===== src/design/ttg_pkg.sv =====
// Shared constants, codes and types of the text terminal grid.
`default_nettype none
package ttg_pkg;

  // Grid geometry and escape length limit.
  localparam int MAX_COLUMNS  = 64;
  localparam int MAX_ROWS     = 32;
  localparam int ESCAPE_LIMIT = 20;

  localparam int COL_W      = $clog2(MAX_COLUMNS);
  localparam int ROW_W      = $clog2(MAX_ROWS);
  localparam int GRID_DEPTH = MAX_COLUMNS * MAX_ROWS;
  localparam int ADDR_W     = $clog2(GRID_DEPTH);
  localparam int CNT_W      = $clog2(ESCAPE_LIMIT);

  // Fixed field widths of the ports.
  localparam int CELL_COL_W = 6;
  localparam int CELL_ROW_W = 5;
  localparam int PIX_W      = 11;
  localparam int CODE_W     = 8;
  localparam int ORIGIN_W   = 10;
  localparam int COLS_REG_W = 7;
  localparam int ROWS_REG_W = 6;
  localparam int CFG_IDX_W  = 3;
  localparam int CFG_DATA_W = 10;
  localparam int ACC_W      = 8;

  localparam int RES_COL_W = (COL_W > CELL_COL_W) ? COL_W : CELL_COL_W;
  localparam int RES_ROW_W = (ROW_W > CELL_ROW_W) ? ROW_W : CELL_ROW_W;

  // Pixel size of one character cell.
  localparam int CELL_W = 6;
  localparam int CELL_H = 8;

  // Character codes.
  localparam logic [CODE_W-1:0] CH_NL    = 8'h0A;
  localparam logic [CODE_W-1:0] CH_ESC   = 8'h1B;
  localparam logic [CODE_W-1:0] CH_SPACE = 8'h20;
  localparam logic [CODE_W-1:0] CH_ZERO  = 8'h30;
  localparam logic [CODE_W-1:0] CH_NINE  = 8'h39;
  localparam logic [CODE_W-1:0] CH_SEMI  = 8'h3B;
  localparam logic [CODE_W-1:0] CH_H     = 8'h48;
  localparam logic [CODE_W-1:0] CH_TILDE = 8'h7E;
  localparam logic [ACC_W-1:0]  ACC_MAX  = 8'hFF;

  // Command and result kinds.
  localparam logic CMD_FEED  = 1'b0;
  localparam logic CMD_READ  = 1'b1;
  localparam logic KIND_DRAW = 1'b0;
  localparam logic KIND_READ = 1'b1;

  typedef enum logic [CFG_IDX_W-1:0] {
    REG_COLUMNS  = 3'd0,
    REG_ROWS     = 3'd1,
    REG_ORIGIN_X = 3'd2,
    REG_ORIGIN_Y = 3'd3,
    REG_VISIBLE  = 3'd4
  } cfg_reg_t;

  typedef enum logic [2:0] {
    ST_CLEAR,
    ST_IDLE,
    ST_READ,
    ST_DRAW,
    ST_SCROLL,
    ST_WIPE,
    ST_POST
  } ctrl_state_t;

  // Decoded byte from the escape parser.
  typedef struct packed {
    logic             draw;
    logic             set_cur;
    logic [COL_W-1:0] col;
    logic [ROW_W-1:0] row;
  } parse_t;

  // Effective view settings from the configuration registers.
  typedef struct packed {
    logic [COL_W-1:0]    last_col;
    logic [ROW_W-1:0]    last_row;
    logic [ORIGIN_W-1:0] origin_x;
    logic [ORIGIN_W-1:0] origin_y;
    logic                visible;
  } view_t;

  // Grid memory request.
  typedef struct packed {
    logic              we;
    logic [ADDR_W-1:0] waddr;
    logic [CODE_W-1:0] wdata;
    logic              re;
    logic [ADDR_W-1:0] raddr;
  } ram_req_t;

endpackage
`default_nettype wire


===== src/design/ttg_ctrl.sv =====
// Grid sequencer: cursor, cell writes and reads, scroll copy, and result register.
`default_nettype none
module ttg_ctrl import ttg_pkg::*; (
  input  wire logic                  clk,
  input  wire logic                  rst_n,
  input  wire logic                  in_valid,
  output logic                       in_ready,
  input  wire logic                  in_command,
  input  wire logic [CODE_W-1:0]     in_data_byte,
  input  wire logic [CELL_COL_W-1:0] in_read_col,
  input  wire logic [CELL_ROW_W-1:0] in_read_row,
  input  wire parse_t                parse,
  input  wire view_t                 view,
  output ram_req_t                   ram_req,
  input  wire logic [CODE_W-1:0]     ram_rdata,
  output logic                       out_valid,
  input  wire logic                  out_ready,
  output logic                       out_kind,
  output logic [CELL_COL_W-1:0]      out_cell_col,
  output logic [CELL_ROW_W-1:0]      out_cell_row,
  output logic [PIX_W-1:0]           out_pixel_x,
  output logic [PIX_W-1:0]           out_pixel_y,
  output logic [CODE_W-1:0]          out_char_code,
  output logic                       out_scrolled
);

  ctrl_state_t state_r, state_nxt;

  logic [ADDR_W-1:0]    idx_r;
  logic [ADDR_W-1:0]    wr_addr_r;
  logic                 pend_r;
  logic [COL_W-1:0]     cur_col_r;
  logic [ROW_W-1:0]     cur_row_r;
  logic                 res_kind_r;
  logic [RES_COL_W-1:0] res_col_r;
  logic [RES_ROW_W-1:0] res_row_r;
  logic [CODE_W-1:0]    res_char_r;
  logic                 res_scroll_r;
  logic                 res_post_r;
  logic                 rd_oor_r;

  logic                 out_valid_r;
  logic                 out_kind_r;
  logic [CELL_COL_W-1:0] out_col_r;
  logic [CELL_ROW_W-1:0] out_row_r;
  logic [PIX_W-1:0]     out_px_r;
  logic [PIX_W-1:0]     out_py_r;
  logic [CODE_W-1:0]    out_char_r;
  logic                 out_scroll_r;

  logic                 accept;
  logic                 out_free;
  logic [COL_W-1:0]     cl_col;
  logic [ROW_W-1:0]     cl_row;
  logic                 wrap;
  logic                 scroll;
  logic [ADDR_W-1:0]    copy_end;
  logic [ADDR_W-1:0]    wipe_last;
  logic [ADDR_W-1:0]    res_addr;
  logic [ADDR_W-1:0]    rd_addr;
  logic                 rd_in_range;

  assign in_ready = (state_r == ST_IDLE);
  assign accept   = in_valid && in_ready;
  assign out_free = !out_valid_r || out_ready;

  // Cursor clamped into the box, and where it goes after a draw.
  assign cl_col = (cur_col_r > view.last_col) ? view.last_col : cur_col_r;
  assign cl_row = (cur_row_r > view.last_row) ? view.last_row : cur_row_r;
  assign wrap   = (cl_col == view.last_col) || (in_data_byte == CH_NL);
  assign scroll = wrap && (cl_row == view.last_row);

  assign copy_end  = ADDR_W'(32'(view.last_row) * MAX_COLUMNS);
  assign wipe_last = copy_end + ADDR_W'(MAX_COLUMNS - 1);
  assign res_addr  = ADDR_W'(32'(res_row_r) * MAX_COLUMNS + 32'(res_col_r));
  assign rd_addr   = ADDR_W'(32'(in_read_row) * MAX_COLUMNS + 32'(in_read_col));
  assign rd_in_range = (32'(in_read_col) < MAX_COLUMNS) && (32'(in_read_row) < MAX_ROWS);

  // Next state.
  always_comb begin
    state_nxt = state_r;
    unique case (state_r)
      ST_CLEAR: begin
        if (idx_r == ADDR_W'(GRID_DEPTH - 1)) begin
          state_nxt = ST_IDLE;
        end
      end
      ST_IDLE: begin
        if (accept) begin
          if (in_command == CMD_READ) begin
            state_nxt = ST_READ;
          end else if (parse.draw) begin
            state_nxt = ST_DRAW;
          end
        end
      end
      ST_READ: state_nxt = ST_POST;
      ST_DRAW: begin
        if (res_scroll_r) begin
          state_nxt = ST_SCROLL;
        end else if (res_post_r) begin
          state_nxt = ST_POST;
        end else begin
          state_nxt = ST_IDLE;
        end
      end
      ST_SCROLL: begin
        if ((idx_r == copy_end) && !pend_r) begin
          state_nxt = ST_WIPE;
        end
      end
      ST_WIPE: begin
        if (idx_r == wipe_last) begin
          state_nxt = res_post_r ? ST_POST : ST_IDLE;
        end
      end
      ST_POST: begin
        if (out_free) begin
          state_nxt = ST_IDLE;
        end
      end
      default: state_nxt = ST_IDLE;
    endcase
  end

  // Memory port control.
  always_comb begin
    ram_req = '0;
    unique case (state_r)
      ST_CLEAR, ST_WIPE: begin
        ram_req.we    = 1'b1;
        ram_req.waddr = idx_r;
        ram_req.wdata = '0;
      end
      ST_IDLE: begin
        ram_req.re    = accept && (in_command == CMD_READ);
        ram_req.raddr = rd_addr;
      end
      ST_DRAW: begin
        ram_req.we    = 1'b1;
        ram_req.waddr = res_addr;
        ram_req.wdata = res_char_r;
      end
      ST_SCROLL: begin
        // Row r+1 is read in the cycle before its write into row r.
        ram_req.re    = (idx_r != copy_end);
        ram_req.raddr = idx_r + ADDR_W'(MAX_COLUMNS);
        ram_req.we    = pend_r;
        ram_req.waddr = wr_addr_r;
        ram_req.wdata = ram_rdata;
      end
      default: ram_req = '0;
    endcase
  end

  // Control registers.
  always_ff @(posedge clk) begin
    if (!rst_n) begin
      state_r     <= ST_CLEAR;
      idx_r       <= '0;
      pend_r      <= 1'b0;
      cur_col_r   <= '0;
      cur_row_r   <= '0;
      out_valid_r <= 1'b0;
    end else begin
      state_r <= state_nxt;
      unique case (state_r)
        ST_CLEAR: idx_r <= idx_r + 1'b1;
        ST_IDLE: begin
          if (accept && (in_command == CMD_FEED)) begin
            if (parse.draw) begin
              cur_col_r <= wrap ? '0 : cl_col + 1'b1;
              cur_row_r <= (wrap && !scroll) ? cl_row + 1'b1 : cl_row;
            end else if (parse.set_cur) begin
              cur_col_r <= parse.col;
              cur_row_r <= parse.row;
            end
          end
        end
        ST_DRAW: begin
          idx_r  <= '0;
          pend_r <= 1'b0;
        end
        ST_SCROLL: begin
          if (idx_r != copy_end) begin
            idx_r  <= idx_r + 1'b1;
            pend_r <= 1'b1;
          end else begin
            pend_r <= 1'b0;
          end
        end
        ST_WIPE: idx_r <= idx_r + 1'b1;
        default: ;
      endcase
      if ((state_r == ST_POST) && out_free) begin
        out_valid_r <= 1'b1;
      end else if (out_ready) begin
        out_valid_r <= 1'b0;
      end
    end
  end

  // Item and result payload.
  always_ff @(posedge clk) begin
    if ((state_r == ST_IDLE) && accept) begin
      res_char_r <= in_data_byte;
      if (in_command == CMD_READ) begin
        res_kind_r   <= KIND_READ;
        res_col_r    <= RES_COL_W'(in_read_col);
        res_row_r    <= RES_ROW_W'(in_read_row);
        res_scroll_r <= 1'b0;
        res_post_r   <= 1'b1;
        rd_oor_r     <= !rd_in_range;
      end else begin
        res_kind_r   <= KIND_DRAW;
        res_col_r    <= RES_COL_W'(cl_col);
        res_row_r    <= RES_ROW_W'(cl_row);
        res_scroll_r <= scroll;
        res_post_r   <= view.visible;
        rd_oor_r     <= 1'b0;
      end
    end
    if (state_r == ST_READ) begin
      res_char_r <= rd_oor_r ? '0 : ram_rdata;
    end
    if (state_r == ST_SCROLL) begin
      wr_addr_r <= idx_r;
    end
    if ((state_r == ST_POST) && out_free) begin
      out_kind_r   <= res_kind_r;
      out_col_r    <= CELL_COL_W'(res_col_r);
      out_row_r    <= CELL_ROW_W'(res_row_r);
      out_px_r     <= PIX_W'(32'(res_col_r) * CELL_W + 32'(view.origin_x));
      out_py_r     <= PIX_W'(32'(res_row_r) * CELL_H + 32'(view.origin_y));
      out_char_r   <= res_char_r;
      out_scroll_r <= res_scroll_r;
    end
  end

  assign out_valid     = out_valid_r;
  assign out_kind      = out_kind_r;
  assign out_cell_col  = out_col_r;
  assign out_cell_row  = out_row_r;
  assign out_pixel_x   = out_px_r;
  assign out_pixel_y   = out_py_r;
  assign out_char_code = out_char_r;
  assign out_scrolled  = out_scroll_r;

endmodule
`default_nettype wire


===== config.mk =====
export PLATFORM = sky130hd
export DESIGN_NAME = ttg_ctrl
export DESIGN_NICKNAME = d
export VERILOG_FILES = /design/src/design/ttg_pkg.sv /design/src/design/ttg_ctrl.sv
export SDC_FILE = /design/constraint.sdc
export NUM_CORES = 1
export LEC_CHECK = 0
export BUFFER_PORTS_ARGS = -buffer_cell sky130_fd_sc_hd__buf_4
export CORE_ASPECT_RATIO = 1.2
export CORE_MARGIN = 2
export CORE_UTILIZATION = 54
export DETAILED_ROUTE_END_ITERATION = 6
export PLACE_DENSITY = 0.92
export SYNTH_ARGS = -nofsm -noshare
export SYNTH_HDL_FRONTEND = slang
export SYNTH_SLANG_ARGS = --single-unit

===== constraint.sdc =====
create_clock -name clk -period 3 [get_ports clk]
set_input_delay 0.15 -clock clk [delete_from_list [all_inputs] [get_ports clk]]
set_output_delay 0.15 -clock clk [all_outputs]
set_load 0.02 [all_outputs]

==> results.md <==
* Status: finished, final reports clean
* Gr usage total at 27.36%
* CTS tree: yes
* Post-synthesis xor/xnor area fraction at approximately 5.9%
* Slew @ Worst Pin at ~0.8 ns
* Setup TNS at 0 ns
* Worst Hold Class: in2reg
* First drt pass iteration count at 5
* Final Util at between 70% and 80%
* # IOs at 154
* Post-Synth Adder-Cell Area at approximately 8.0%
* Synth cell types at 65
* Largest net degree at the start of global routing at between 40 and 50
* Dpl hpwl at around 13000 µm
* Post-Layout Cell Count at around 910
* Hold Vio Cnt, Final at 0
* Clock Sinks at roughly 100
* Die area at around 12000 µm²
* P_leak at around 3.2 nW
* Post-layout minimum cycle time at about 2.8 ns
* Main flop type after synthesis: edfxtp_1
* Max Clock Freq at ~350 MHz
* WL final at between 15000 and 20000 µm
* Register area share after synthesis at 45.57%
* Initial antenna violation count at 0
* Via count of the first global-routing pass at roughly 5500
* Die Y at between 100 and 150 µm
* Yosys warnings at 0
* CP Max Fanout at 5
* Pins Over Slew Limit at 0
* CP startpoint kind: flop
* Worst vdd ir at about 0.35 mV
* Buffers on Ports at ~150
* Post-synthesis register bit count at just over 100
* Routed len/inst at approximately 19 µm
* Via Count at between 5000 and 6000
* Worst path arrival time at 2.94 ns
* Mux cell area share after synthesis at between 6 and 7%
* Clock buffer depth at 2
* Relative slew slack at a little under half
* Latest clock arrival within the worst-skew pair at 0.35 ns
* Core Area at roughly 11000 µm²
* Die W at approximately 100 µm
* Worst path required time at 3.10 ns
* Vias per cell at approximately 5.9
* Nets at ~860
* Synth Area in Compound Gates at 17.13%
* Post-DRT Antenna Nets at 0
* Initial Utilization at 55.87%
* Antenna Cells at 0
* Period utilisation layout at approximately 95%
* Post-Syn Area at about 6200 µm²
* Share of layout cells above drive strength 1 at between 20 and 30%
* Largest family of logic cells by synthesized area: compound AO/OA/AOI/OAI gates
* Synthesis-to-finish area growth at 26.98%
* FP Rows at 42
* PwrDens at roughly 630 nW/µm²
* Synth Net Count at approximately 710
* Final Setup Violations at 0
* Total gr overflow at 0
* Clock Skew at ~0.006 ns
* Post-synthesis simple-gate area fraction at between 10% and 20%
* GP Congestion at just over 0.9
* Htree depth at 3
* EDFF count, synth at 76
* Initial DRC Count at about 600
* Async set or reset register ratio after synthesis at 0%
* Clock transition at the registers of the reported paths at about 0.070 ns
* Cells after DPL at 886
* Mean Syn Cell Area at 10.48 µm²
* First-pass GRT wire length at 26310 µm
* CP Class: reg2reg
* Max Cap Violations at 0
* Total CTS buffers at 9
* Root Driver: clkbuf_16
* Kind of end point of the critical path: flop
* Number of remaining DRC errors at 0
* Synth Instances at 591
## cell families (layout without fill, tap and decap cells)
logic type                 Yosys count  count (layout)
AOI/OAI and AO/OA                  155             155
and+or+nand+nor                    150             150
DFF                                103             103
buffers and inverters               66             228
xor gates and xnor gates            42              42
adders and majority gates           38              38
muxes                               37              37
## report_power, final
part | leakage, nW | internal, mW | switching, mW
Combinational | 2.17 | 0.832 | 1.12
Sequential | 0.911 | 1.75 | 0.155
Clock | 0.128 | 0.564 | 0.521
## synthesized netlist by cell type (5+ instances only)
master     n  area share, %
or2_2      5           0.50
nor4_1     5           0.50
clkbuf_1  22            1.3
dfxtp_1   27            8.7
xor2_1    15            2.1
and2_1     5           0.50
nand2b_1  11            1.1
ha_1      35            7.1
xnor2_1   27            3.8
a22o_1    23            3.3
nor2b_1    9           0.91
nand3_1   10           0.81
edfxtp_1  76             37
nand2_1   47            2.8
o21ai_0   45            3.6
nor3_1    12           0.97
nor2_1    19            1.2
o21bai_1   6           0.73
a221oi_1   5           0.71
and3_1     8           0.81
a21o_1     7           0.85
inv_1     36            2.2
a21oi_1   31            2.5
mux2_2    21            3.8
mux2i_1   16            2.6
## path summary, 6_finish.rpt
path	slack, ns	startpoint	cells after the start	end
worst max-delay path	0.16	res_col_r[1]	11	out_pixel_x[9]
worst min-delay path	0.06	view[0]	2	res_post_r
worst max register to register	0.16	res_col_r[1]	11	out_pixel_x[9]
worst min register to register	0.45	res_kind_r	0	out_kind
## routing by layer
layer  wire (µm)  track usage (%)  share of wire (%)  up-vias
met3        1043            3.053                6.2       49
met5           0                0                  0        -
met4         600            13.18                3.6        0
met2        8974            49.26                 53      275
met1        6203            31.79                 37     2572
li1            -                -                  -     2497
## layout make-up
class | instances | area [µm²]
clock buffers | 11 | 232.7
clock inverters | 5 | 33.78
inverters | 37 | 138.9
flip-flops and latches | 103 | 2823
multi-input cells | 422 | 3122
well taps | 154 | 192.7
repair buffers | 175 | 1324
fillers | 793 | 3222
## layout by cell type (no fill, tap or decap), drive strengths merged, types with 9 or more instances in the layout
cell type | synthesis | layout
nor3 | 13 | 13
dfxtp | 27 | 27
ha | 35 | 35
a22o | 24 | 24
nand2 | 47 | 47
a21oi | 31 | 31
nand3 | 11 | 11
xnor2 | 27 | 27
buf | 7 | 171
nor2b | 9 | 9
mux2i | 16 | 16
mux2 | 21 | 21
nor2 | 19 | 19
o21ai | 48 | 48
nand2b | 11 | 11
inv | 37 | 38
clkbuf | 22 | 11
edfxtp | 76 | 76
xor2 | 15 | 15
## critical path, stage by stage, from the launching register on
cell	delay [ns]
edfxtp_1	0.43
ha_1	0.20
inv_1	0.05
fa_1	0.47
inv_1	0.04
ha_1	0.32
a21o_1	0.21
a21oi_1	0.21
o21bai_1	0.09
a21oi_1	0.25
o21ai_0	0.15
xor2_1	0.16
## sequential cells by signal, indices dropped and copies added, names as in the netlist
signal	count
idx_r	11
out_pixel_x	11
out_pixel_y	11
wr_addr_r	11
out_char_code	8
res_char_r	8
cur_col_r	6
out_cell_col	6
res_col_r	6
cur_row_r	5
out_cell_row	5
res_row_r	5
state_r	3
out_kind	1
out_scrolled	1
out_valid	1
pend_r	1
res_kind_r	1
res_post_r	1
res_scroll_r	1
## stage by stage
step / hold slack (ns) / setup slack, ns / area (µm²) / total power, mW
after floorplan: 0.2489 / 0.4321 / 6195 / 3.134
after global placement: 0.3312 / 0.3057 / 7546 / 3.751
after detailed placement: 0.3302 / 0.1465 / 7546 / 3.844
after CTS: 0.05774 / 0.1224 / 7853 / 4.928
after global routing: 0.07507 / -0.006211 / 7866 / 5.166
final: 0.06010 / 0.1588 / 7866 / 4.939
## timing repair
action	CTS	global route
hold endpoints to repair	4	0
setup buffers	0	1
resized for setup	0	1
hold buffers	4	0
endpoints found under the setup margin	0	2
(Power assumes the default switching activity.)
