`config.mk`:
```
export PLATFORM = sky130hd
export DESIGN_NAME = ttg_parser
export DESIGN_NICKNAME = d
export VERILOG_FILES = /design/src/design/ttg_pkg.sv /design/src/design/ttg_parser.sv
export SDC_FILE = /design/constraint.sdc
export NUM_CORES = 1
export LEC_CHECK = 0
export ABC_AREA = 0
export CAP_MARGIN = 20
export CORE_MARGIN = 5
export CORE_UTILIZATION = 54
export CTS_BUF_LIST = sky130_fd_sc_hd__clkbuf_8
export CTS_CLUSTER_DIAMETER = 150
export DETAILED_ROUTE_END_ITERATION = 7
export DONT_BUFFER_PORTS = 1
export PLACE_DENSITY = 0.71
export SETUP_SLACK_MARGIN = 0.02
export SYNTH_ARGS = -nofsm -noshare
export SYNTH_HDL_FRONTEND = slang
export SYNTH_SLANG_ARGS = --single-unit
```
`constraint.sdc`:
```
create_clock -name clk -period 3.2 [get_ports clk]
set_clock_uncertainty 0.05 [all_clocks]
set_input_delay 0.48 -clock clk [delete_from_list [all_inputs] [get_ports clk]]
set_output_delay 0.48 -clock clk [all_outputs]
set_load 0.05 [all_outputs]
```
`src/design/ttg_pkg.sv`:
```
// Shared constants, codes and types of the text terminal grid.
`default_nettype none
package ttg_pkg;

  // Grid geometry and escape length limit.
  localparam int MAX_COLUMNS  = 64;
  localparam int MAX_ROWS     = 32;
  localparam int ESCAPE_LIMIT = 20;

  localparam int COL_W      = $clog2(MAX_COLUMNS);
  localparam int ROW_W      = $clog2(MAX_ROWS);
  localparam int GRID_DEPTH = MAX_COLUMNS * MAX_ROWS;
  localparam int ADDR_W     = $clog2(GRID_DEPTH);
  localparam int CNT_W      = $clog2(ESCAPE_LIMIT);

  // Fixed field widths of the ports.
  localparam int CELL_COL_W = 6;
  localparam int CELL_ROW_W = 5;
  localparam int PIX_W      = 11;
  localparam int CODE_W     = 8;
  localparam int ORIGIN_W   = 10;
  localparam int COLS_REG_W = 7;
  localparam int ROWS_REG_W = 6;
  localparam int CFG_IDX_W  = 3;
  localparam int CFG_DATA_W = 10;
  localparam int ACC_W      = 8;

  localparam int RES_COL_W = (COL_W > CELL_COL_W) ? COL_W : CELL_COL_W;
  localparam int RES_ROW_W = (ROW_W > CELL_ROW_W) ? ROW_W : CELL_ROW_W;

  // Pixel size of one character cell.
  localparam int CELL_W = 6;
  localparam int CELL_H = 8;

  // Character codes.
  localparam logic [CODE_W-1:0] CH_NL    = 8'h0A;
  localparam logic [CODE_W-1:0] CH_ESC   = 8'h1B;
  localparam logic [CODE_W-1:0] CH_SPACE = 8'h20;
  localparam logic [CODE_W-1:0] CH_ZERO  = 8'h30;
  localparam logic [CODE_W-1:0] CH_NINE  = 8'h39;
  localparam logic [CODE_W-1:0] CH_SEMI  = 8'h3B;
  localparam logic [CODE_W-1:0] CH_H     = 8'h48;
  localparam logic [CODE_W-1:0] CH_TILDE = 8'h7E;
  localparam logic [ACC_W-1:0]  ACC_MAX  = 8'hFF;

  // Command and result kinds.
  localparam logic CMD_FEED  = 1'b0;
  localparam logic CMD_READ  = 1'b1;
  localparam logic KIND_DRAW = 1'b0;
  localparam logic KIND_READ = 1'b1;

  typedef enum logic [CFG_IDX_W-1:0] {
    REG_COLUMNS  = 3'd0,
    REG_ROWS     = 3'd1,
    REG_ORIGIN_X = 3'd2,
    REG_ORIGIN_Y = 3'd3,
    REG_VISIBLE  = 3'd4
  } cfg_reg_t;

  typedef enum logic [2:0] {
    ST_CLEAR,
    ST_IDLE,
    ST_READ,
    ST_DRAW,
    ST_SCROLL,
    ST_WIPE,
    ST_POST
  } ctrl_state_t;

  // Decoded byte from the escape parser.
  typedef struct packed {
    logic             draw;
    logic             set_cur;
    logic [COL_W-1:0] col;
    logic [ROW_W-1:0] row;
  } parse_t;

  // Effective view settings from the configuration registers.
  typedef struct packed {
    logic [COL_W-1:0]    last_col;
    logic [ROW_W-1:0]    last_row;
    logic [ORIGIN_W-1:0] origin_x;
    logic [ORIGIN_W-1:0] origin_y;
    logic                visible;
  } view_t;

  // Grid memory request.
  typedef struct packed {
    logic              we;
    logic [ADDR_W-1:0] waddr;
    logic [CODE_W-1:0] wdata;
    logic              re;
    logic [ADDR_W-1:0] raddr;
  } ram_req_t;

endpackage
`default_nettype wire

```
`src/design/ttg_parser.sv`:
```
// Byte classifier and escape sequence parser of the text terminal grid.
`default_nettype none
module ttg_parser import ttg_pkg::*; (
  input  wire logic              clk,
  input  wire logic              rst_n,
  input  wire logic              step,
  input  wire logic [CODE_W-1:0] data_byte,
  input  wire view_t             view,
  output parse_t                 parse
);

  logic             active_r, active_nxt;
  logic             second_r, second_nxt;
  logic [CNT_W-1:0] count_r, count_nxt;
  logic [ACC_W-1:0] col_acc_r, col_acc_nxt;
  logic [ACC_W-1:0] row_acc_r, row_acc_nxt;

  logic             is_print;
  logic             is_digit;
  logic [CNT_W-1:0] count_inc;
  logic [3:0]       digit;

  // Decimal accumulate, saturating at the largest byte value.
  function automatic logic [ACC_W-1:0] acc_digit(input logic [ACC_W-1:0] acc,
                                                 input logic [3:0] d);
    logic [11:0] v;
    v = {1'b0, acc, 3'b000} + {3'b000, acc, 1'b0} + {8'd0, d};
    acc_digit = (v > 12'(ACC_MAX)) ? ACC_MAX : v[ACC_W-1:0];
  endfunction

  assign is_print  = (data_byte >= CH_SPACE) && (data_byte <= CH_TILDE);
  assign is_digit  = (data_byte >= CH_ZERO) && (data_byte <= CH_NINE);
  assign digit     = 4'(data_byte - CH_ZERO);
  assign count_inc = count_r + 1'b1;

  always_comb begin
    parse.draw    = !active_r && (is_print || (data_byte == CH_NL));
    parse.set_cur = active_r && (data_byte == CH_H);
    parse.col     = (col_acc_r > ACC_W'(view.last_col)) ? view.last_col
                                                        : COL_W'(col_acc_r);
    parse.row     = (row_acc_r > ACC_W'(view.last_row)) ? view.last_row
                                                        : ROW_W'(row_acc_r);
  end

  always_comb begin
    active_nxt  = active_r;
    second_nxt  = second_r;
    count_nxt   = count_r;
    col_acc_nxt = col_acc_r;
    row_acc_nxt = row_acc_r;
    if (step) begin
      if (active_r) begin
        if (data_byte == CH_H) begin
          active_nxt = 1'b0;
        end else begin
          if (data_byte == CH_SEMI) begin
            second_nxt = 1'b1;
          end else if (is_digit) begin
            if (second_r) begin
              row_acc_nxt = acc_digit(row_acc_r, digit);
            end else begin
              col_acc_nxt = acc_digit(col_acc_r, digit);
            end
          end
          count_nxt = count_inc;
          // A sequence that runs too long is dropped with this byte.
          if (count_inc == CNT_W'(ESCAPE_LIMIT - 1)) begin
            active_nxt = 1'b0;
          end
        end
      end else if (data_byte == CH_ESC) begin
        active_nxt  = 1'b1;
        second_nxt  = 1'b0;
        count_nxt   = '0;
        col_acc_nxt = '0;
        row_acc_nxt = '0;
      end
    end
  end

  always_ff @(posedge clk) begin
    if (!rst_n) begin
      active_r  <= 1'b0;
      second_r  <= 1'b0;
      count_r   <= '0;
      col_acc_r <= '0;
      row_acc_r <= '0;
    end else begin
      active_r  <= active_nxt;
      second_r  <= second_nxt;
      count_r   <= count_nxt;
      col_acc_r <= col_acc_nxt;
      row_acc_r <= row_acc_nxt;
    end
  end

endmodule
`default_nettype wire

```
==> results of run 1 <==
-- kinds of logic after synthesis --
group / count (synthesis)
DFF: 23
buffers and inverters: 26
adders and majority gates: 47
xor gates and xnor gates: 11
AOI/OAI and AO/OA: 78
and+or+nand+nor: 96
muxes: 10
-- layer usage --
metal  share of wire [%]  vias to the layer above  global-route usage, %
met5                   0                        -                      0
met4                0.77                        0                  3.041
met3                 4.0                        4                  2.174
met2                  48                       40                  30.96
met1                  47                     1047                  22.76
li1                    -                     1120                      -
-- sequential cells by signal (all words and copies together), names as in the netlist --
name       flops
row_acc_r      8
active_r       1
col_acc_r      8
second_r       1
count_r        5
-- through the flow --
stage | hold WS [ns] | instance area, um^2 | util (%) | setup WS [ns]
floorplan | 0.4188 | 2502 | - | 0.07369
global placement | 0.4307 | 2605 | 59.01 | 0.2199
detailed placement | 0.4472 | 2605 | 59.01 | 0.1696
CTS | 0.2776 | 2650 | 60.03 | 0.2194
global route | 0.2787 | 2650 | 60.03 | 0.1173
finish | 0.2830 | 2650 | 60.03 | 0.2418
-- layout make-up --
cell class / count / area (um^2)
Fill cell: 419 / 1764
Inverter: 17 / 63.81
Clock inverter: 1 / 3.754
Multi-Input combinational cell: 242 / 1941
Clock buffer: 3 / 41.29
Tap cell: 52 / 65.06
Timing Repair Buffer: 10 / 75.07
Sequential cell: 23 / 460.4
-- where the power goes --
part	leakage (nW)	switching [W]	internal (W)	total [W]
Combinational	0.949	0.0000223	0.0000185	0.0000408
Sequential	0.185	0.000000177	0.000286	0.000286
Clock	0.0269	0.0000924	0.0000857	0.000178
-- worst max-delay path: cells and delay by family (launching register included) --
kind,cells,cell delay [ns]
DFF,1,0.44
AOI/OAI and AO/OA,5,1.32
adders and majority gates,2,0.82
and+or+nand+nor,1,0.22
-- final timing paths --
kind                                    end  depth (start not counted)  slack (ns)                      start
setup / recovery  row_acc_r[3]$_SDFFE_PN0P_                          8        0.24  row_acc_r[0]$_SDFFE_PN0P_
hold / removal        active_r$_SDFFE_PN0P_                          1        0.28                      rst_n
setup reg to reg  row_acc_r[3]$_SDFFE_PN0P_                          8        0.24  row_acc_r[0]$_SDFFE_PN0P_
hold reg to reg     count_r[0]$_SDFFE_PN0P_                          2        0.46    count_r[0]$_SDFFE_PN0P_
-- synth_stat cells, types with 3 or more instances --
| cell | count |
|---|---|
| ha_1 | 43 |
| a311o_1 | 4 |
| clkbuf_1 | 6 |
| a31oi_1 | 5 |
| nor3b_1 | 3 |
| a211o_1 | 3 |
| a31o_2 | 4 |
| a211oi_1 | 3 |
| nor2_1 | 11 |
| a32o_1 | 5 |
| a21oi_1 | 14 |
| inv_1 | 17 |
| mux2i_1 | 4 |
| o21a_1 | 3 |
| nand4_1 | 6 |
| fa_1 | 4 |
| nand2_1 | 25 |
| o211ai_1 | 7 |
| mux2_2 | 6 |
| nand3_1 | 17 |
| o21ai_0 | 13 |
| nor2b_1 | 8 |
| xnor2_1 | 9 |
| nor3_1 | 4 |
| dfxtp_1 | 23 |
==> flow_summary.ini, run 1 <==
[synthesis]
synth_fa_ha_area_share_pct = 24.71
yosys-mux-area-fraction_pct = 4.302
synthCells = 291
synth-compound-area-share_pct = 23.11
synth_xor_area_share_pct = 3.852
syn_area_um2 = 2501
syn_area_per_cell_um2 = 8.595
synthTopCellsByArea = ha_1, dfxtp_1, nand2_1, nand3_1, fa_1
synth-simple-area-share_pct = 21.36
yosysUniqueCellTypes = 56
synth_top_family_by_area = adder cells
synth_async_sr_flop_share_pct = 0
synth-main-ff-cell = dfxtp_1
ys_seq_elements = 23
yosys.area.top_type = ha_1
yosys.area.top_type_share_pct = 21.51
ys_warn_count = 0
mappedNetlistNets = 381
yosysSeqAreaShare_pct = 18.41
synth_edf_count = 0

[timing]
tightest_slew_ns = 0.7011
setup_violations = 0
rsz0062_at_grt = no
timing.fmax_mhz = 338.0
slew_viol_final = 0
fin_crit_ns = 2.958
finalSetupTns_ns = 0
finalHoldViolCount = 0
period_share_pct = 92.44
slew_headroom_pct = 53.20

[floorplanning]
coreArea_um2 = 4414
io_pins = 56
dieHeight_um = 78.06
die_w_um = 78.06
start_util_pct = 56.66
rows = 24
dieArea_um2 = 6093

[route]
drt_iter0_drc = 130
drc = 0
avgRoutedWirePerCell_um = 14.95
dr.pass1.iters = 4
ant_nets = 0
num_vias = 2211
vias_per_cell = 6.353
finalWirelength_um = 5202

[worst_hold_path]
min_path_type = input pin to flop

[placement]
dpl.hpwl_um = 4134
dp.cells = 344
routabilityCongestion = 0.8033
port-buffer-count = 0

[outcome]
outcome = finished clean

[power]
vdd_drop_max_v = 0.0002108
leakage_nw = 1.161
power_density_nw_per_um2 = 190.5
finalPower_w = 0.0005049

[critical_path]
arrival_ns = 3.07
crit_type = flop to flop
worstSetupEndpointType = flop
path_max_fanout = 5
cp-start-kind = flop
cp.required_ns = 3.31
crit_chain = fa_1 -> ha_1 -> a211oi_1 -> o31ai_2 -> nand3b_1 -> a221oi_4 -> a211oi_2 -> a311o_1
cp_slowest_cell = fa_1
cp_slowest_stage_delay_ns = 0.50

[clocking]
cts_tree = done
ctsResizeCount = 0
cts_buffers = 3
holdBufCountCts = 0
cts.clk_slew.worst_paths_ns = 0.08
clock-sinks = 23
post_cts.repair.setup_buffers = 0
h-tree-depth = 1
clock_latency_ns = 0.26
cts-root-buf = clkbuf_8
cts_buffer_depth = 2

[finish]
mostFrequentLayoutCells = ha_1, nand2_1, dfxtp_1
layout-drive-gt1-share_pct = 10.81
layout.cells.non_filler = 348
layout.nets = 387
final_common_cell = ha_1
syn2layout_area_growth_pct = 5.953
num_antenna_cells = 0

[run]
cap_violations = 0

[grt]
grt_max_degree = 34
antenna_found_initial = 0
globalRoute.totalOverflow = 0
grt_pass1_wl_um = 9342
grt.total_usage_pct = 17.43
grt_pass1_vias = 2107
Note: power is estimated with default switching activity, not from simulation.
==> inputs of run 2 (changes only) <==
Settings changed: PLACE_DENSITY 0.71 to 0.69.
Clock period 3.2 ns to 2.8 ns, I/O delays scaled along.
==> flow_summary.ini, run 2 (synthesis gave the netlist of run 1 again) <==
[timing]
slew_headroom_pct = 65.38
setup_violations = 0
finalSetupTns_ns = 0
tightest_slew_ns = 0.5189
fin_crit_ns = 2.754
fin_ws_ns = 0.04644
timing.fmax_mhz = 363.2
rsz0062_at_grt = yes
fin_hold_ws_ns = 0.2162
period_share_pct = 98.34
slew_viol_final = 0
finalHoldViolCount = 0

[critical_path]
crit_buf_inv = 1
crit_type = flop to flop
cp-start-kind = flop
crit_chain = fa_1 -> ha_1 -> a211oi_2 -> o31ai_2 -> nand3b_1 -> a221oi_4 -> buf_4 -> a31oi_1 -> a31o_2
path_delay_family = compound AO/OA/AOI/OAI gates
path_max_fanout = 3
arrival_ns = 2.87
cp.required_ns = 2.91
cp_slowest_cell = fa_1
worstSetupEndpointType = flop
cp_slowest_stage_delay_ns = 0.51

[floorplanning]
rows = 24
coreArea_um2 = 4414
dieArea_um2 = 6093
dieHeight_um = 78.06
start_util_pct = 56.66
die_w_um = 78.06
io_pins = 56

[finish]
syn2layout_area_growth_pct = 17.36
nFillCells = 377
multi_input_area_um2 = 2076
layout-drive-gt1-share_pct = 21.59
mostFrequentLayoutCells = ha_1, buf_4, nand2_1
largestRegisters = col_acc_r (8), row_acc_r (8), count_r (5)
seq_area_um2 = 462.9
num_antenna_cells = 0
layout.nets = 406
final_common_cell = ha_1

[clocking]
cts_tree = done
cts_buffers = 3
cts-root-buf = clkbuf_8
clock_latency_ns = 0.27
cts.clk_slew.worst_paths_ns = 0.09
cts_buffer_depth = 2
clock-sinks = 23
h-tree-depth = 1

[route]
dr.pass1.iters = 4
finalWirelength_um = 5801
drt_iter0_drc = 133
avgRoutedWirePerCell_um = 15.81
vias_per_cell = 6.349
ant_nets = 0
drc = 0
num_vias = 2330

[placement]
dpl.hpwl_um = 4342
routabilityCongestion = 0.8259
port-buffer-count = 0
pre_cts_ws_ns = -0.1784

[power]
vdd_drop_max_v = 0.0001906
leakage_nw = 1.280
power_density_nw_per_um2 = 202.7

[grt]
grt_max_degree = 34
grt_pass1_wl_um = 9742
globalRoute.totalOverflow = 0
grt.total_usage_pct = 18.62
grt_pass1_vias = 2234
antenna_found_initial = 0

[outcome]
outcome = finished clean

[worst_hold_path]
min_path_type = input pin to flop

[run]
cap_violations = 0
[run 2: cell type report]
type	count	share of cell area, %
timing repair buffer	29	7.545
inverter	17	2.174
tap	52	2.217
multi-input combinational	242	70.72
clock buffer	3	1.407
sequential	23	15.77
clock inverter	1	0.1705
[run 2: where the power goes]
| part | switching, W | internal [W] | total [W] |
|---|---|---|---|
| Clock | 0.000116 | 0.0000996 | 0.000216 |
| Combinational | 0.0000284 | 0.0000238 | 0.0000522 |
| Sequential | 0.0000000192 | 0.000327 | 0.000327 |
[run 2: path summary, 6_finish.rpt]
kind                                             endpoint  cells past startpoint                 startpoint  slack (ns)
worst min register to register    count_r[3]$_SDFFE_PN0P_                      2    count_r[3]$_SDFFE_PN0P_        0.45
worst max-delay path            row_acc_r[5]$_SDFFE_PN0P_                      9  row_acc_r[0]$_SDFFE_PN0P_        0.05
worst min-delay path                active_r$_SDFFE_PN0P_                      1                      rst_n        0.22
worst max register to register  row_acc_r[5]$_SDFFE_PN0P_                      9  row_acc_r[0]$_SDFFE_PN0P_        0.05
[run 2: worst register-to-register path: stages, from the launching register on]
cell and delay (ns):
dfxtp_2 0.35, fa_1 0.51, ha_1 0.33, a211oi_2 0.25
o31ai_2 0.13, nand3b_1 0.21, a221oi_4 0.35, buf_4 0.18
a31oi_1 0.07, a31o_2 0.22
[run 2: repair_timing]
action	4_1_cts	5_1_grt
hold buffers	0	0
setup endpoints to repair	11	24
endpoints found under the hold margin	0	0
pin swaps	4	11
setup buffers	1	1
gates resized for setup	5	24
[run 2: stage by stage]
stage / utilization [%] / instance area (um^2) / power [W] / instances
after floorplan: - / 2507 / 0.0003783 / 291
after global placement: 62.36 / 2753 / 0.0003809 / 363
after detailed placement: 62.36 / 2753 / 0.0003820 / 363
after CTS: 64.00 / 2825 / 0.0005925 / 368
after global routing: 66.50 / 2935 / 0.0006201 / 367
final: 66.50 / 2935 / 0.0005950 / 367
[run 2: layer usage]
layer / wire, um / part of all wire [%] / global-route usage (%)
met1: 2657 / 46 / 23.24
met2: 2824 / 49 / 33.11
met3: 253 / 4.4 / 2.403
met4: 67 / 1.2 / 5.574
met5: 0 / 0 / 0
==> inputs of run 3 (changes only) <==
Settings changed: CORE_MARGIN 5 to unset, CTS_CLUSTER_SIZE set to 14, REMOVE_ABC_BUFFERS set to 1.
==> flow_summary.ini, run 3 (synthesis gave the netlist of run 1 again) <==
[outcome]
outcome = finished clean

[finish]
layout.nets = 408
largestRegisters = col_acc_r (8), row_acc_r (8), count_r (5)
layout-drive-gt1-share_pct = 23.97
layout.cells.non_filler = 369
mostFrequentLayoutCells = ha_1, buf_4, nand2_1
finish.instance_area_um2 = 2995
num_antenna_cells = 0
syn2layout_area_growth_pct = 19.76
final_common_cell = ha_1

[floorplanning]
dieHeight_um = 70.06
coreArea_um2 = 4414
start_util_pct = 56.66
io_pins = 56
die_w_um = 70.06
rows = 24
dieArea_um2 = 4908

[route]
avgRoutedWirePerCell_um = 15.64
drt_iter0_drc = 80
vias_per_cell = 6.306
routed-wl-met2_um = 2645
top_layer = met4
num_vias = 2327
ant_nets = 0
drc = 0
dr.pass1.iters = 4
finalWirelength_um = 5773
drt-met1-wl_um = 2851
met3_wirelength_um = 228

[clocking]
cts_buffer_depth = 2
h-tree-depth = 1
cts-root-buf = clkbuf_8
clock_latency_ns = 0.27
cts.clk_slew.worst_paths_ns = 0.09
clock-sinks = 23
cts_buffers = 3
cts_tree = done

[critical_path]
worstSetupEndpointType = flop
path_max_fanout = 4
arrival_ns = 2.89
r2r_cells = 9
cp_slowest_cell = fa_2
crit_chain = fa_2 -> ha_4 -> a211oi_4 -> o31ai_4 -> nand3b_1 -> a221oi_4 -> buf_6 -> a31oi_1 -> a31o_2
worstReg2RegStart = row_acc_r[0]$_SDFFE_PN0P_
path_delay_family = compound AO/OA/AOI/OAI gates
rrSetupSlack_ns = 0.02
cp_slowest_stage_delay_ns = 0.61
crit_type = flop to flop
cp.required_ns = 2.91
r2r-end = row_acc_r[6]$_SDFFE_PN0P_
cp-start-kind = flop
crit_buf_inv = 1

[worst_hold_path]
min_path_type = input pin to flop
timing.hold.worst.start = rst_n
min_to = active_r$_SDFFE_PN0P_
hold_depth = 1

[timing]
slew_viol_final = 0
slew_headroom_pct = 64.13
rsz0062_at_grt = yes
finalSetupTns_ns = 0
tightest_slew_ns = 0.5377
finalHoldViolCount = 0
fin_crit_ns = 2.777
period_share_pct = 99.16
fin_ws_ns = 0.02347
setup_violations = 0
timing.fmax_mhz = 360.2

[placement]
routabilityCongestion = 0.8020
dp.cells = 363
postPlaceCellArea_um2 = 2748
pre_cts_ws_ns = -0.2348
port-buffer-count = 0
dpl.hpwl_um = 4248

[power]
swShare_pct = 23.99
leakage_nw = 1.295
comb_power_share_pct = 9.0
power_frac_seq_pct = 55.1
power_density_nw_per_um2 = 198.0
vdd_drop_max_v = 0.0002257
intPower_w = 0.0004507
switchingPower_w = 0.0001423
p_clk_share_pct = 35.9

[grt]
grt_pass1_vias = 2222
grt_max_degree = 34
antenna_found_initial = 0
grt.total_usage_pct = 23.54
grt_pass1_wl_um = 9666
globalRoute.totalOverflow = 0

[run]
cap_violations = 0
==> run 3: power groups by stage <==
stage / clock [W] / sequential (W) / combinational, W
2_1_floorplan: 0 / 0.000335 / 0.0000380
3_3_place_gp: 0 / 0.000335 / 0.0000458
3_5_place_dp: 0 / 0.000335 / 0.0000472
5_1_grt: 0.000231 / 0.000327 / 0.0000598
6_report: 0.000213 / 0.000327 / 0.0000531
4_1_cts: 0.000217 / 0.000327 / 0.0000474
==> run 3: worst max-delay path by stage <==
stage,from,endpoint,cells past startpoint
after floorplan,data_byte[4],parse[12],3
after global placement,data_byte[3],row_acc_r[1]$_SDFFE_PN0P_,8
after detailed placement,data_byte[3],row_acc_r[3]$_SDFFE_PN0P_,8
after CTS,row_acc_r[1]$_SDFFE_PN0P_,parse[3],8
after global routing,row_acc_r[2]$_SDFFE_PN0P_,row_acc_r[6]$_SDFFE_PN0P_,11
final,row_acc_r[0]$_SDFFE_PN0P_,row_acc_r[6]$_SDFFE_PN0P_,9
==> run 3: routing by layer <==
metal / global-route usage, % / up-vias
met5: 0 / -
met4: 2.889 / 0
met3: 4.040 / 6
met2: 38.89 / 48
met1: 32.95 / 1117
li1: - / 1156
==> run 3: layout make-up <==
cell class | instances | area [um^2]
inverters | 17 | 63.81
flip-flops and latches | 23 | 464.2
clock inverters | 1 | 5.005
multi-input cells | 242 | 2112
fillers | 359 | 1419
clock buffers | 3 | 41.29
well taps | 52 | 65.06
repair buffers | 31 | 244.0
==> run 3: worst reg2reg max path: stages (launching register included) <==
cell	delay [ns]
dfxtp_2	0.34
fa_2	0.61
ha_4	0.21
a211oi_4	0.29
o31ai_4	0.13
nand3b_1	0.22
a221oi_4	0.34
buf_6	0.17
a31oi_1	0.08
a31o_2	0.23
==> run 3: timing repair <==
action	4_1_cts	5_1_grt
gates resized for setup	3	37
endpoints found under the setup margin	11	25
gates cloned	0	0
setup buffers	1	3
hold buffers	0	0
pin swaps	1	23
==> run 3: stage by stage <==
step	hold slack (ns)	power (W)	util, %
after floorplan	0.4188	0.0003726	-
after global placement	0.4346	0.0003803	62.24
after detailed placement	0.4410	0.0003817	62.24
after CTS	0.2250	0.0005912	63.89
after global routing	0.2204	0.0006173	67.86
final	0.2375	0.0005930	67.86
